<file path="src/rtl/bbw_pkg.sv">
// Shared types and constants for the B-spline basis weight block.
// Command/status structs between controller and datapath; no dependencies.
package bbw_pkg;

    localparam int MAX_ORDER_DEF = 4;
    localparam int MAX_BINS_DEF  = 64;

    // order register is 3 bits wide, so loop counters fit in 3 bits
    localparam int ORD_W  = 3;
    localparam int CFG_AW = 2;
    localparam int CFG_DW = 32;

    localparam logic [CFG_AW-1:0] REG_ORDER = 2'd0;
    localparam logic [CFG_AW-1:0] REG_BINS  = 2'd1;
    localparam logic [CFG_AW-1:0] REG_MIN   = 2'd2;
    localparam logic [CFG_AW-1:0] REG_INVR  = 2'd3;

    localparam logic [2:0]  ORDER_RST = 3'd3;
    localparam logic [6:0]  BINS_RST  = 7'd10;
    localparam logic [31:0] MIN_RST   = 32'd0;
    localparam logic [31:0] INVR_RST  = 32'd65536;

    typedef enum logic [3:0] {
        OP_NONE,
        OP_LOAD,
        OP_MAP1,
        OP_MAP2,
        OP_MAP3,
        OP_TERM,
        OP_DLOAD,
        OP_DSTEP,
        OP_ACC,
        OP_STORE,
        OP_ROT,
        OP_OUT
    } t_op;

    typedef struct packed {
        t_op              op;
        logic [ORD_W-1:0] lvl;
        logic [ORD_W-1:0] pos;
        logic             half;
    } t_cmd;

    typedef struct packed {
        logic             cfg_bad;
        logic [ORD_W-1:0] k_eff;
        logic             term_on;
        logic             div_last;
        logic             nz_cur;
    } t_stat;

endpackage

</file>
<file path="src/rtl/bbw_dp.sv">
// Datapath: config registers, sample mapping, shared multiplier, small-divisor
// long divider and the rotating basis window. Depends on bbw_pkg.
module bbw_dp import bbw_pkg::*; #(
    parameter int MAX_ORDER = MAX_ORDER_DEF,
    parameter int MAX_BINS  = MAX_BINS_DEF
) (
    input  logic               i_clk,
    input  logic               i_rst_n,
    input  logic               i_cfg_we,
    input  logic [CFG_AW-1:0]  i_cfg_addr,
    input  logic [CFG_DW-1:0]  i_cfg_wdata,
    input  logic signed [31:0] i_sample,
    input  t_cmd               i_cmd,
    output t_stat              o_stat,
    output logic [5:0]         o_bin_index,
    output logic [16:0]        o_weight,
    output logic               o_last
);

    localparam int NBW   = $clog2(MAX_BINS + 1);
    localparam int ZW    = NBW + 16;
    localparam int IW    = $clog2(MAX_BINS + 2 * MAX_ORDER + 2);
    localparam int SW    = $clog2(MAX_ORDER + 1);
    localparam int BVW   = 33;
    localparam int MW    = 33;
    localparam int PW    = 2 * MW;
    localparam int DVW   = ZW + 17;
    localparam int DIG   = 8;
    localparam int STEPS = (DVW + DIG - 1) / DIG;
    localparam int DVP   = STEPS * DIG;
    localparam int CNTW  = $clog2(STEPS + 1);
    localparam int WN    = MAX_ORDER + 1;

    localparam logic [BVW-1:0] ONE_Q32 = BVW'(64'h1_0000_0000);

    logic [2:0]  r_order;
    logic [6:0]  r_bins;
    logic [31:0] r_min;
    logic [31:0] r_invr;

    logic signed [31:0] r_smp;
    logic [PW-1:0]      r_p;
    logic               r_pos;
    logic               r_over;
    logic [ZW-1:0]      r_z;
    logic [SW-1:0]      r_s;
    logic [DVP-1:0]     r_dvd;
    logic [DVP-1:0]     r_quo;
    logic [SW-1:0]      r_rem;
    logic [CNTW-1:0]    r_cnt;
    logic [BVW-1:0]     r_acc;
    logic [BVW-1:0]     r_w [WN];

    logic [ORD_W-1:0] k_eff;
    logic [NBW-1:0]   nb_eff;
    logic [NBW-1:0]   tmax;
    logic [ZW-1:0]    top;
    logic             cfg_bad;
    logic signed [32:0] d;
    logic [NBW-1:0]   base;
    logic [MW-1:0]    ma;
    logic [MW-1:0]    mb;
    logic [ZW-1:0]    zc;
    logic [ZW-1:0]    z_new;

    logic [IW-1:0]  a_lo;
    logic [IW-1:0]  a_hi;
    logic [NBW-1:0] t_lo;
    logic [NBW-1:0] t_hi;
    logic [BVW-1:0] bsel;
    logic [ZW-1:0]  dz;
    logic           term_on;
    logic [DIG-1:0] qbits;
    logic [SW-1:0]  rem_nx;
    logic [16:0]    wt [WN];
    logic           nz [WN];
    logic           last_cur;

    function automatic logic [NBW-1:0] knot_at(input logic [IW-1:0] i,
                                               input logic [ORD_W-1:0] k,
                                               input logic [NBW-1:0] nb);
        logic [IW+1:0] ii;
        logic [IW+1:0] kk;
        logic [IW+1:0] nn;
        logic [IW+1:0] v;
        ii = (IW+2)'(i);
        kk = (IW+2)'(k);
        nn = (IW+2)'(nb);
        if (ii < kk) begin
            v = '0;
        end else if (ii < nn) begin
            v = ii - kk + 1'b1;
        end else begin
            v = nn - kk + 1'b1;
        end
        return v[NBW-1:0];
    endfunction

    function automatic logic [16:0] round_wt(input logic [BVW-1:0] b);
        logic [BVW:0] s;
        s = {1'b0, b} + (BVW+1)'(32768);
        if (s[BVW:16] > (BVW-15)'(65536)) begin
            return 17'd65536;
        end
        return s[32:16];
    endfunction

    // effective order and bin count
    always_comb begin
        k_eff  = (32'(r_order) > 32'(MAX_ORDER)) ? ORD_W'(MAX_ORDER) : r_order;
        nb_eff = (32'(r_bins) > 32'(MAX_BINS)) ? NBW'(MAX_BINS) : NBW'(r_bins);
        cfg_bad = (k_eff == '0) || (32'(nb_eff) < 32'(k_eff));
        tmax   = nb_eff - NBW'(k_eff) + 1'b1;
        top    = {tmax - 1'b1, 16'hFFFF};
        d      = $signed({r_smp[31], r_smp}) - $signed({r_min[31], r_min});
        base   = r_z[ZW-1:16];
    end

    // knot pair and operand for the current recursion term
    always_comb begin
        a_lo = IW'(base) + IW'(i_cmd.pos) + IW'(i_cmd.half);
        a_hi = a_lo + IW'(i_cmd.lvl);
        t_lo = knot_at(a_lo, k_eff, nb_eff);
        t_hi = knot_at(a_hi, k_eff, nb_eff);
        if (!i_cmd.half) begin
            bsel = r_w[0];
        end else if (i_cmd.pos == k_eff - 1'b1) begin
            bsel = '0;
        end else begin
            bsel = r_w[1];
        end
        if (i_cmd.half) begin
            dz      = {t_hi, 16'h0} - r_z;
            term_on = (bsel != '0) && (t_hi > t_lo) && ({t_hi, 16'h0} >= r_z);
        end else begin
            dz      = r_z - {t_lo, 16'h0};
            term_on = (bsel != '0) && (t_hi > t_lo) && (r_z >= {t_lo, 16'h0});
        end
    end

    // shared multiplier operands
    always_comb begin
        case (i_cmd.op)
            OP_MAP1: begin
                ma = {1'b0, d[31:0]};
                mb = {1'b0, r_invr};
            end
            OP_MAP2: begin
                ma = {1'b0, r_p[31:0]};
                mb = MW'(tmax);
            end
            OP_TERM: begin
                ma = MW'(dz);
                mb = bsel;
            end
            default: begin
                ma = '0;
                mb = '0;
            end
        endcase
    end

    always_comb begin
        zc = r_p[32 +: ZW];
        if (!r_pos) begin
            z_new = '0;
        end else if (r_over) begin
            z_new = top;
        end else begin
            z_new = (zc > top) ? top : zc;
        end
    end

    // eight restoring steps per cycle against a divisor below MAX_ORDER
    always_comb begin
        logic [SW:0]    r2;
        logic [DIG-1:0] dg;
        logic [SW-1:0]  rm;
        dg = r_dvd[DVP-1 -: DIG];
        rm = r_rem;
        qbits = '0;
        for (int b = DIG - 1; b >= 0; b--) begin
            r2 = {rm, dg[b]};
            if (r2 >= {1'b0, r_s}) begin
                r2 = r2 - {1'b0, r_s};
                qbits[b] = 1'b1;
            end
            rm = r2[SW-1:0];
        end
        rem_nx = rm;
    end

    always_comb begin
        for (int i = 0; i < WN; i++) begin
            wt[i] = round_wt(r_w[i]);
            nz[i] = (wt[i] != '0);
        end
        last_cur = 1'b1;
        for (int i = 1; i < WN; i++) begin
            if (nz[i] && (32'(i) + 32'(i_cmd.pos) < 32'(k_eff))) begin
                last_cur = 1'b0;
            end
        end
    end

    assign o_stat.cfg_bad  = cfg_bad;
    assign o_stat.k_eff    = k_eff;
    assign o_stat.term_on  = term_on;
    assign o_stat.div_last = (r_cnt == CNTW'(STEPS - 1));
    assign o_stat.nz_cur   = nz[0];

    always_ff @(posedge i_clk) begin
        if (!i_rst_n) begin
            r_order <= ORDER_RST;
            r_bins  <= BINS_RST;
            r_min   <= MIN_RST;
            r_invr  <= INVR_RST;
        end else if (i_cfg_we) begin
            case (i_cfg_addr)
                REG_ORDER: r_order <= i_cfg_wdata[2:0];
                REG_BINS:  r_bins  <= i_cfg_wdata[6:0];
                REG_MIN:   r_min   <= i_cfg_wdata;
                REG_INVR:  r_invr  <= i_cfg_wdata;
                default:   r_order <= r_order;
            endcase
        end
    end

    always_ff @(posedge i_clk) begin
        case (i_cmd.op)
            OP_LOAD: r_smp <= i_sample;
            OP_MAP1: begin
                r_p   <= ma * mb;
                r_pos <= !d[32] && (d != '0) && (r_invr != '0);
            end
            OP_MAP2: begin
                r_p    <= ma * mb;
                r_over <= (r_p[PW-1:32] != '0);
            end
            OP_MAP3: begin
                r_z   <= z_new;
                r_acc <= '0;
                for (int i = 0; i < WN; i++) begin
                    r_w[i] <= (32'(i) == 32'(k_eff) - 1) ? ONE_Q32 : '0;
                end
            end
            OP_TERM: begin
                r_p <= ma * mb;
                r_s <= SW'(t_hi - t_lo);
            end
            OP_DLOAD: begin
                r_dvd <= r_p[16 +: DVP];
                r_quo <= '0;
                r_rem <= '0;
                r_cnt <= '0;
            end
            OP_DSTEP: begin
                r_dvd <= r_dvd << DIG;
                r_quo <= {r_quo[DVP-DIG-1:0], qbits};
                r_rem <= rem_nx;
                r_cnt <= r_cnt + 1'b1;
            end
            OP_ACC: r_acc <= r_acc + r_quo[BVW-1:0];
            OP_STORE, OP_ROT: begin
                // rotate the first k entries; new value enters at k-1
                for (int i = 0; i < WN - 1; i++) begin
                    if (32'(i) < 32'(k_eff) - 1) begin
                        r_w[i] <= r_w[i+1];
                    end else if (32'(i) == 32'(k_eff) - 1) begin
                        r_w[i] <= (i_cmd.op == OP_STORE) ? r_acc : r_w[0];
                    end
                end
                r_acc <= '0;
            end
            OP_OUT: begin
                o_bin_index <= 6'(32'(base) + 32'(i_cmd.pos));
                o_weight    <= wt[0];
                o_last      <= last_cur;
            end
            default: r_cnt <= r_cnt;
        endcase
    end

endmodule

</file>
<file path="src/rtl/bbw_ctrl.sv">
// Controller FSM: sequences mapping, Cox-de Boor terms, division and emission.
// Drives the datapath through t_cmd and reads t_stat. Depends on bbw_pkg.
module bbw_ctrl import bbw_pkg::*; (
    input  logic  i_clk,
    input  logic  i_rst_n,
    input  logic  i_in_valid,
    output logic  o_in_ready,
    input  logic  i_out_ready,
    output logic  o_out_valid,
    output t_cmd  o_cmd,
    input  t_stat i_stat
);

    typedef enum logic [3:0] {
        S_IDLE, S_MAP1, S_MAP2, S_MAP3, S_TERM, S_DLOAD, S_DIV, S_ACC,
        S_NEXT, S_EMIT, S_WAIT
    } t_state;

    t_state           r_state;
    logic [ORD_W-1:0] r_lvl;
    logic [ORD_W-1:0] r_pos;
    logic             r_half;
    logic             r_out_valid;
    logic [ORD_W-1:0] km1;
    logic             pos_end;

    assign km1         = i_stat.k_eff - 1'b1;
    assign pos_end     = (r_pos == km1);
    assign o_in_ready  = (r_state == S_IDLE);
    assign o_out_valid = r_out_valid;

    always_comb begin
        o_cmd.lvl  = r_lvl;
        o_cmd.pos  = r_pos;
        o_cmd.half = r_half;
        case (r_state)
            S_IDLE:  o_cmd.op = i_in_valid ? OP_LOAD : OP_NONE;
            S_MAP1:  o_cmd.op = OP_MAP1;
            S_MAP2:  o_cmd.op = OP_MAP2;
            S_MAP3:  o_cmd.op = OP_MAP3;
            S_TERM:  o_cmd.op = OP_TERM;
            S_DLOAD: o_cmd.op = OP_DLOAD;
            S_DIV:   o_cmd.op = OP_DSTEP;
            S_ACC:   o_cmd.op = OP_ACC;
            S_NEXT:  o_cmd.op = r_half ? OP_STORE : OP_NONE;
            S_EMIT:  o_cmd.op = i_stat.nz_cur ? OP_OUT : (pos_end ? OP_NONE : OP_ROT);
            S_WAIT:  o_cmd.op = (i_out_ready && !pos_end) ? OP_ROT : OP_NONE;
            default: o_cmd.op = OP_NONE;
        endcase
    end

    always_ff @(posedge i_clk) begin
        if (!i_rst_n) begin
            r_state     <= S_IDLE;
            r_lvl       <= '0;
            r_pos       <= '0;
            r_half      <= 1'b0;
            r_out_valid <= 1'b0;
        end else begin
            case (r_state)
                S_IDLE: begin
                    // bad order/bin setup: sample is taken and yields nothing
                    if (i_in_valid && !i_stat.cfg_bad) begin
                        r_state <= S_MAP1;
                    end
                end
                S_MAP1: r_state <= S_MAP2;
                S_MAP2: r_state <= S_MAP3;
                S_MAP3: begin
                    r_lvl   <= ORD_W'(1);
                    r_pos   <= '0;
                    r_half  <= 1'b0;
                    r_state <= (i_stat.k_eff == ORD_W'(1)) ? S_EMIT : S_TERM;
                end
                S_TERM:  r_state <= i_stat.term_on ? S_DLOAD : S_NEXT;
                S_DLOAD: r_state <= S_DIV;
                S_DIV: begin
                    if (i_stat.div_last) begin
                        r_state <= S_ACC;
                    end
                end
                S_ACC: r_state <= S_NEXT;
                S_NEXT: begin
                    if (!r_half) begin
                        r_half  <= 1'b1;
                        r_state <= S_TERM;
                    end else begin
                        r_half <= 1'b0;
                        if (pos_end) begin
                            r_pos <= '0;
                            if (r_lvl == km1) begin
                                r_state <= S_EMIT;
                            end else begin
                                r_lvl   <= r_lvl + 1'b1;
                                r_state <= S_TERM;
                            end
                        end else begin
                            r_pos   <= r_pos + 1'b1;
                            r_state <= S_TERM;
                        end
                    end
                end
                S_EMIT: begin
                    if (i_stat.nz_cur) begin
                        r_out_valid <= 1'b1;
                        r_state     <= S_WAIT;
                    end else if (pos_end) begin
                        r_state <= S_IDLE;
                    end else begin
                        r_pos <= r_pos + 1'b1;
                    end
                end
                S_WAIT: begin
                    if (i_out_ready) begin
                        r_out_valid <= 1'b0;
                        if (pos_end) begin
                            r_state <= S_IDLE;
                        end else begin
                            r_pos   <= r_pos + 1'b1;
                            r_state <= S_EMIT;
                        end
                    end
                end
                default: r_state <= S_IDLE;
            endcase
        end
    end

endmodule

</file>
<file path="src/rtl/bspline_basis_weights_core.sv">
// Top level of the B-spline basis weight block: stream ports, config port,
// controller and datapath. Depends on bbw_pkg, bbw_ctrl, bbw_dp.
//
// Each sample beat is offset by data_min, scaled by inv_range into the knot
// range and run through the Cox-de Boor recursion of the configured order on a
// uniform clamped knot vector; one output beat leaves per basis function with a
// non-zero rounded weight, in ascending bin order, tlast on the final one. One
// sample is processed at a time. Mapping runs through the MAP1, MAP2 and MAP3
// states, then the recursion walks (k-1)*k*2 term slots on one shared 33x33
// multiplier: a zero term passes TERM and NEXT, a live term passes TERM,
// DLOAD, S division steps, ACC and NEXT; the long division runs at 8 bits per
// cycle, so S = ceil((clog2(MAX_BINS+1)+33)/8) (S = 5 at default sizes).
// Emission then scans k window slots, waiting on the output handshake for each
// non-zero one.
module bspline_basis_weights_core import bbw_pkg::*; #(
    parameter int MAX_ORDER = MAX_ORDER_DEF,
    parameter int MAX_BINS  = MAX_BINS_DEF
) (
    input  logic              i_clk,
    input  logic              i_rst_n,
    input  logic              i_cfg_we,
    input  logic [CFG_AW-1:0] i_cfg_addr,
    input  logic [CFG_DW-1:0] i_cfg_wdata,
    input  logic              s_axis_tvalid,
    output logic              s_axis_tready,
    input  logic [31:0]       s_axis_tdata,   // [31:0] sample
    output logic              m_axis_tvalid,
    input  logic              m_axis_tready,
    output logic [23:0]       m_axis_tdata,   // [5:0] bin_index, [22:6] weight, [23] zero
    output logic              m_axis_tlast
);

    t_cmd        cmd;
    t_stat       stat;
    logic [5:0]  bin_index;
    logic [16:0] weight;

    bbw_ctrl u_ctrl (
        .i_clk       (i_clk),
        .i_rst_n     (i_rst_n),
        .i_in_valid  (s_axis_tvalid),
        .o_in_ready  (s_axis_tready),
        .i_out_ready (m_axis_tready),
        .o_out_valid (m_axis_tvalid),
        .o_cmd       (cmd),
        .i_stat      (stat)
    );

    bbw_dp #(
        .MAX_ORDER (MAX_ORDER),
        .MAX_BINS  (MAX_BINS)
    ) u_dp (
        .i_clk       (i_clk),
        .i_rst_n     (i_rst_n),
        .i_cfg_we    (i_cfg_we),
        .i_cfg_addr  (i_cfg_addr),
        .i_cfg_wdata (i_cfg_wdata),
        .i_sample    ($signed(s_axis_tdata)),
        .i_cmd       (cmd),
        .o_stat      (stat),
        .o_bin_index (bin_index),
        .o_weight    (weight),
        .o_last      (m_axis_tlast)
    );

    assign m_axis_tdata = {1'b0, weight, bin_index};

endmodule

</file>
<file path="config.mk">
export PLATFORM = sky130hd
export DESIGN_NAME = bspline_basis_weights_core
export DESIGN_NICKNAME = d
export VERILOG_FILES = /design/src/rtl/bbw_pkg.sv /design/src/rtl/bbw_dp.sv /design/src/rtl/bbw_ctrl.sv /design/src/rtl/bspline_basis_weights_core.sv
export SDC_FILE = /design/constraint.sdc
export NUM_CORES = 2
export LEC_CHECK = 0
export BUFFER_PORTS_ARGS = -buffer_cell sky130_fd_sc_hd__clkbuf_2
export CORE_UTILIZATION = 54
export CTS_CLUSTER_DIAMETER = 50
export DETAILED_ROUTE_END_ITERATION = 8
export PLACE_DENSITY = 0.7
export SYNTH_ARGS = -nofsm -noshare
export SYNTH_HDL_FRONTEND = slang
export SYNTH_HIERARCHICAL = 1
export SYNTH_SLANG_ARGS = --single-unit
</file>
<file path="constraint.sdc">
create_clock -name i_clk -period 17.5 [get_ports i_clk]
set_clock_uncertainty 0.2 [all_clocks]
set_input_delay 1.75 -clock i_clk [delete_from_list [all_inputs] [get_ports i_clk]]
set_output_delay 1.75 -clock i_clk [all_outputs]
set_load 0.03 [all_outputs]
</file>
==> metrics.md <==
| Metric | Value |
|---|---|
| Total gr overflow | 0 |
| CORE AREA | 0.115 mm2 |
| Tightest Pin Transition | 1380 ps |
| Post-DRT Antenna Nets | 0 |
| First-pass GRT wire length | 298 mm |
| Synth Area in Compound Gates | 0.100 |
| Final min period | 15720 ps |
| Setup violators final | 0 |
| Fmax achieved | 63.6 MHz |
| Drt first pass iters | 6 |
| RSZ-0062 raised after global routing | no |
| Fin. Hold Viols | 0 |
| Busiest layer in global routing | met2 |
| Mux contribution to synthesized area | 0.0111 |
| Worst reg-to-reg path cell count | 54 |
| Synth Area in Simple Gates | 0.153 |
| Synthesized instance count | roughly 6900 |
| Main synth FF type | edfxtp_1 |
| Delay of the slowest critical-path stage | 1200 ps |
| Diodes inserted | 0 |
| I/O pins | 98 |
| H-tree depth | 3 |
| Crit-path most repeated cell | inv_1 |
| Max VDD drop | 202 uV |
| Max-Cap Viols | 0 |
| Hold_sp | u_dp/r_min[12]$_SDFFE_PN0P_ |
| Lkg Pwr | slightly above 30 nW |
| R2R setup slack | 1780 ps |
| Slew HR | 0.0800 |
| Crit path DAT | roughly 16000 ps |
| Worst setup path class | reg -> reg |
| Chip Height | approximately 340 um |
| Global placement routability congestion | 0.990 |
| Unique masters post-synth | 93 |
| CP max FO | 11 |
| CTS tree | done |
| Final period utilization | 0.898 |
| Reg-to-reg endpoint | u_dp/r_p[58]$_DFFE_PP_ |
| CTS Buffer Depth | 3 |
| Post-synth EDFFs | 395 |
| Layout area overhead | 7.21% |
| Met2 Resource Use GR | 0.513 |
| Synth Area per Inst | around 9 um2 |
| Hold Crit Class | reg -> reg |
| Cts bufs inserted | 67 |
| Multi-input logic area | between 0.04 and 0.05 mm2 |
| M3 GR Usage | 0.0819 |
| Hpwl dp | 150 mm |
| Clock transition at the registers of the reported paths | 60 ps |
| Initial Util | 0.548 |
| Total Wirelength | 196 mm |
| Seq/Total Area, Yosys | 0.215 |
| Slew Limit Fails | 0 |
| Post-CTS setup buffer count | 0 |
| Clock Tree Root | clkbuf_16 |
| Synth top area cells | fa_1, edfxtp_1, ha_1 |
| Finished Core Util | 0.588 |
| Pwr Density | 137 mW/mm2 |
| 1st-iter DRT viols | approximately 4700 |
| Hold path depth | 2 |
| TritonCTS Sinks | 481 |
| Crit start category | flip-flop |
| CTS resizes | 0 |
| Yosys top cell area share | 0.301 |
| Number of fill cells in the layout | 9938 |
| Register area | 0.0136 mm2 |
| Critical Path RT | 17670 ps |
| Via density | 5.91 |
| GR Layer Usage met1 | 0.464 |
| Overall power | 0.00924 W |
| Setup tns final | 0 ps |
| DR WL/cell | 23.2 um |
| NumNets Final | 8366 |
| Reg2reg start | u_ctrl/r_pos[1]$_SDFFE_PN0P_ |
| Slowest cell on the critical path | a222oi_1 |
| Largest net degree at the start of global routing | 84 |
| Hold EP | u_dp/r_min[12]$_SDFFE_PN0P_ |
| Status | completed |
| Area share of xor/xnor cells in the synthesized design | 0.0306 |
| Number of global-route vias before repair | 49521 |
| Initial antenna violation count | 3 |
| Die X | 344 um |
| Layout cells sized above 1 | 0.0624 |
| Synth Warn # | 6 |
| Hold Worst Slack | about 270 ps |
| FP Rows | 124 |
| Die Area | roughly 0.12 mm2 |
| Post-synth ARST share | 0 |
| Count of state elements after synthesis | between 400 and 500 |
| Clock latency on the worst-skew pair | 630 ps |
| Synth Area in Adders | 0.395 |
| Synthesized area | 0.0630 mm2 |
| Post-CTS Hold Buffers | 0 |
| Largest family of logic cells by synthesized area | adder cells |
| Area leader, netlist | fa_1 |
| Via Count | about 50000 |
| Critical path endpoint category | flip-flop |
| Tot GR Track Use | 0.336 |
| DRC Markers | 0 |
| I/O Buffers | between 90 and 100 |
where the power goes:
part           total, W  switching, W  internal (W)
Sequential      0.00186      0.000219       0.00165
Combinational   0.00601       0.00412       0.00188
Clock           0.00137      0.000574      0.000798
Total           0.00924       0.00491       0.00433
metrics by stage:
| stage | std cells | area, um2 | setup slack, ps |
|---|---|---|---|
| 2_1_floorplan | 6934 | 63100 | 3880 |
| 3_3_place_gp | 8317 | 65300 | 2180 |
| 3_5_place_dp | 8317 | 65300 | 2000 |
| 4_1_cts | 8439 | 67600 | 1960 |
| 5_1_grt | 8439 | 67600 | 916 |
| 6_report | 8439 | 67600 | 1780 |
critical path, delay by kind of cell, from the launching register on:
kind | cells | cell delay [ps]
AOI/OAI and AO/OA | 22 | 6180
adders and majority gates | 12 | 5240
buffers and inverters | 10 | 1260
xor gates and xnor gates | 4 | 1120
DFF | 1 | 570
and+or+nand+nor | 5 | 520
muxes | 1 | 300
sequential cells by signal (all words and copies together) (netlist names), 17 cells and up:
register,count
u_dp/r_min,32
u_dp/r_p,66
u_dp/r_smp,32
u_dp/o_weight,17
u_dp/r_z,23
u_dp/r_invr,32
u_dp/r_quo,33
u_dp/r_w,133
u_dp/r_acc,33
u_dp/r_dvd,40
worst max-delay path by stage:
| stage | from | endpoint | depth (start not counted) |
|---|---|---|---|
| finish | u_ctrl/r_pos[1]$_SDFFE_PN0P_ | u_dp/r_p[58]$_DFFE_PP_ | 54 |
| global route | u_ctrl/r_pos[0]$_SDFFE_PN0P_ | u_dp/r_p[58]$_DFFE_PP_ | 55 |
| CTS | u_ctrl/r_pos[0]$_SDFFE_PN0P_ | u_dp/r_p[58]$_DFFE_PP_ | 52 |
| detailed placement | u_ctrl/r_pos[0]$_SDFFE_PN0P_ | u_dp/r_p[58]$_DFFE_PP_ | 52 |
| global placement | u_ctrl/r_pos[0]$_SDFFE_PN0P_ | u_dp/r_p[58]$_DFFE_PP_ | 55 |
| floorplan | u_ctrl/r_half$_SDFFE_PN0N_ | u_dp/r_p[62]$_DFFE_PP_ | 54 |
logic make-up (layout without fill, tap and decap cells):
logic type      after synthesis  in the layout
simple gates               2230           2230
buf+inv                    1575           1568
fa+ha+maj                  1421           1421
compound gates              933            933
flops                       481            481
xor+xnor                    217            217
mux                          66             66
other cells                   3             11
metal layers:
layer / share of wire / vias up
met3: 0.11 / 409
li1: - / 21878
met5: 0 / -
met1: 0.40 / 24965
met2: 0.44 / 2583
met4: 0.042 / 0
synthesized netlist by cell type, drive strengths merged, types with 25 or more instances:
master and instances:
inv 1244, nand2 1109, fa 947, nor2 596, ha 474, edfxtp 395
clkbuf 306, a21oi 215, o21ai 155, xnor2 135, a211oi 130, and2 105
a21o 104, dfxtp 86, xor2 80, nor2b 70, a21boi 68, nand3 64
o21a 63, mux2i 62, nor3 50, nand2b 43, nor4 39, and3 36
nand4 35, buf 25
cell usage in the layout, fill, tap and decap left out, types with 104 or more instances in the layout:
master,synthesis,layout
xnor2_1,135,135
buf_4,6,106
edfxtp_1,395,395
nor2_1,596,591
a21oi_1,213,213
ha_1,474,474
inv_1,1244,1242
fa_1,947,947
a21o_1,104,104
nand2_1,1109,1107
o21ai_0,128,115
a211oi_1,125,124
area by class of cell:
cell class                      instances  share of cell area
Timing Repair Buffer                  202              0.0189
Inverter                             1244              0.0691
Clock inverter                         47             0.00789
Tap cell                             1512              0.0280
Clock buffer                           75              0.0257
Sequential cell                       481               0.201
Multi-Input combinational cell       4878               0.649
No activity file was read; power rests on OpenSTA's default activity.
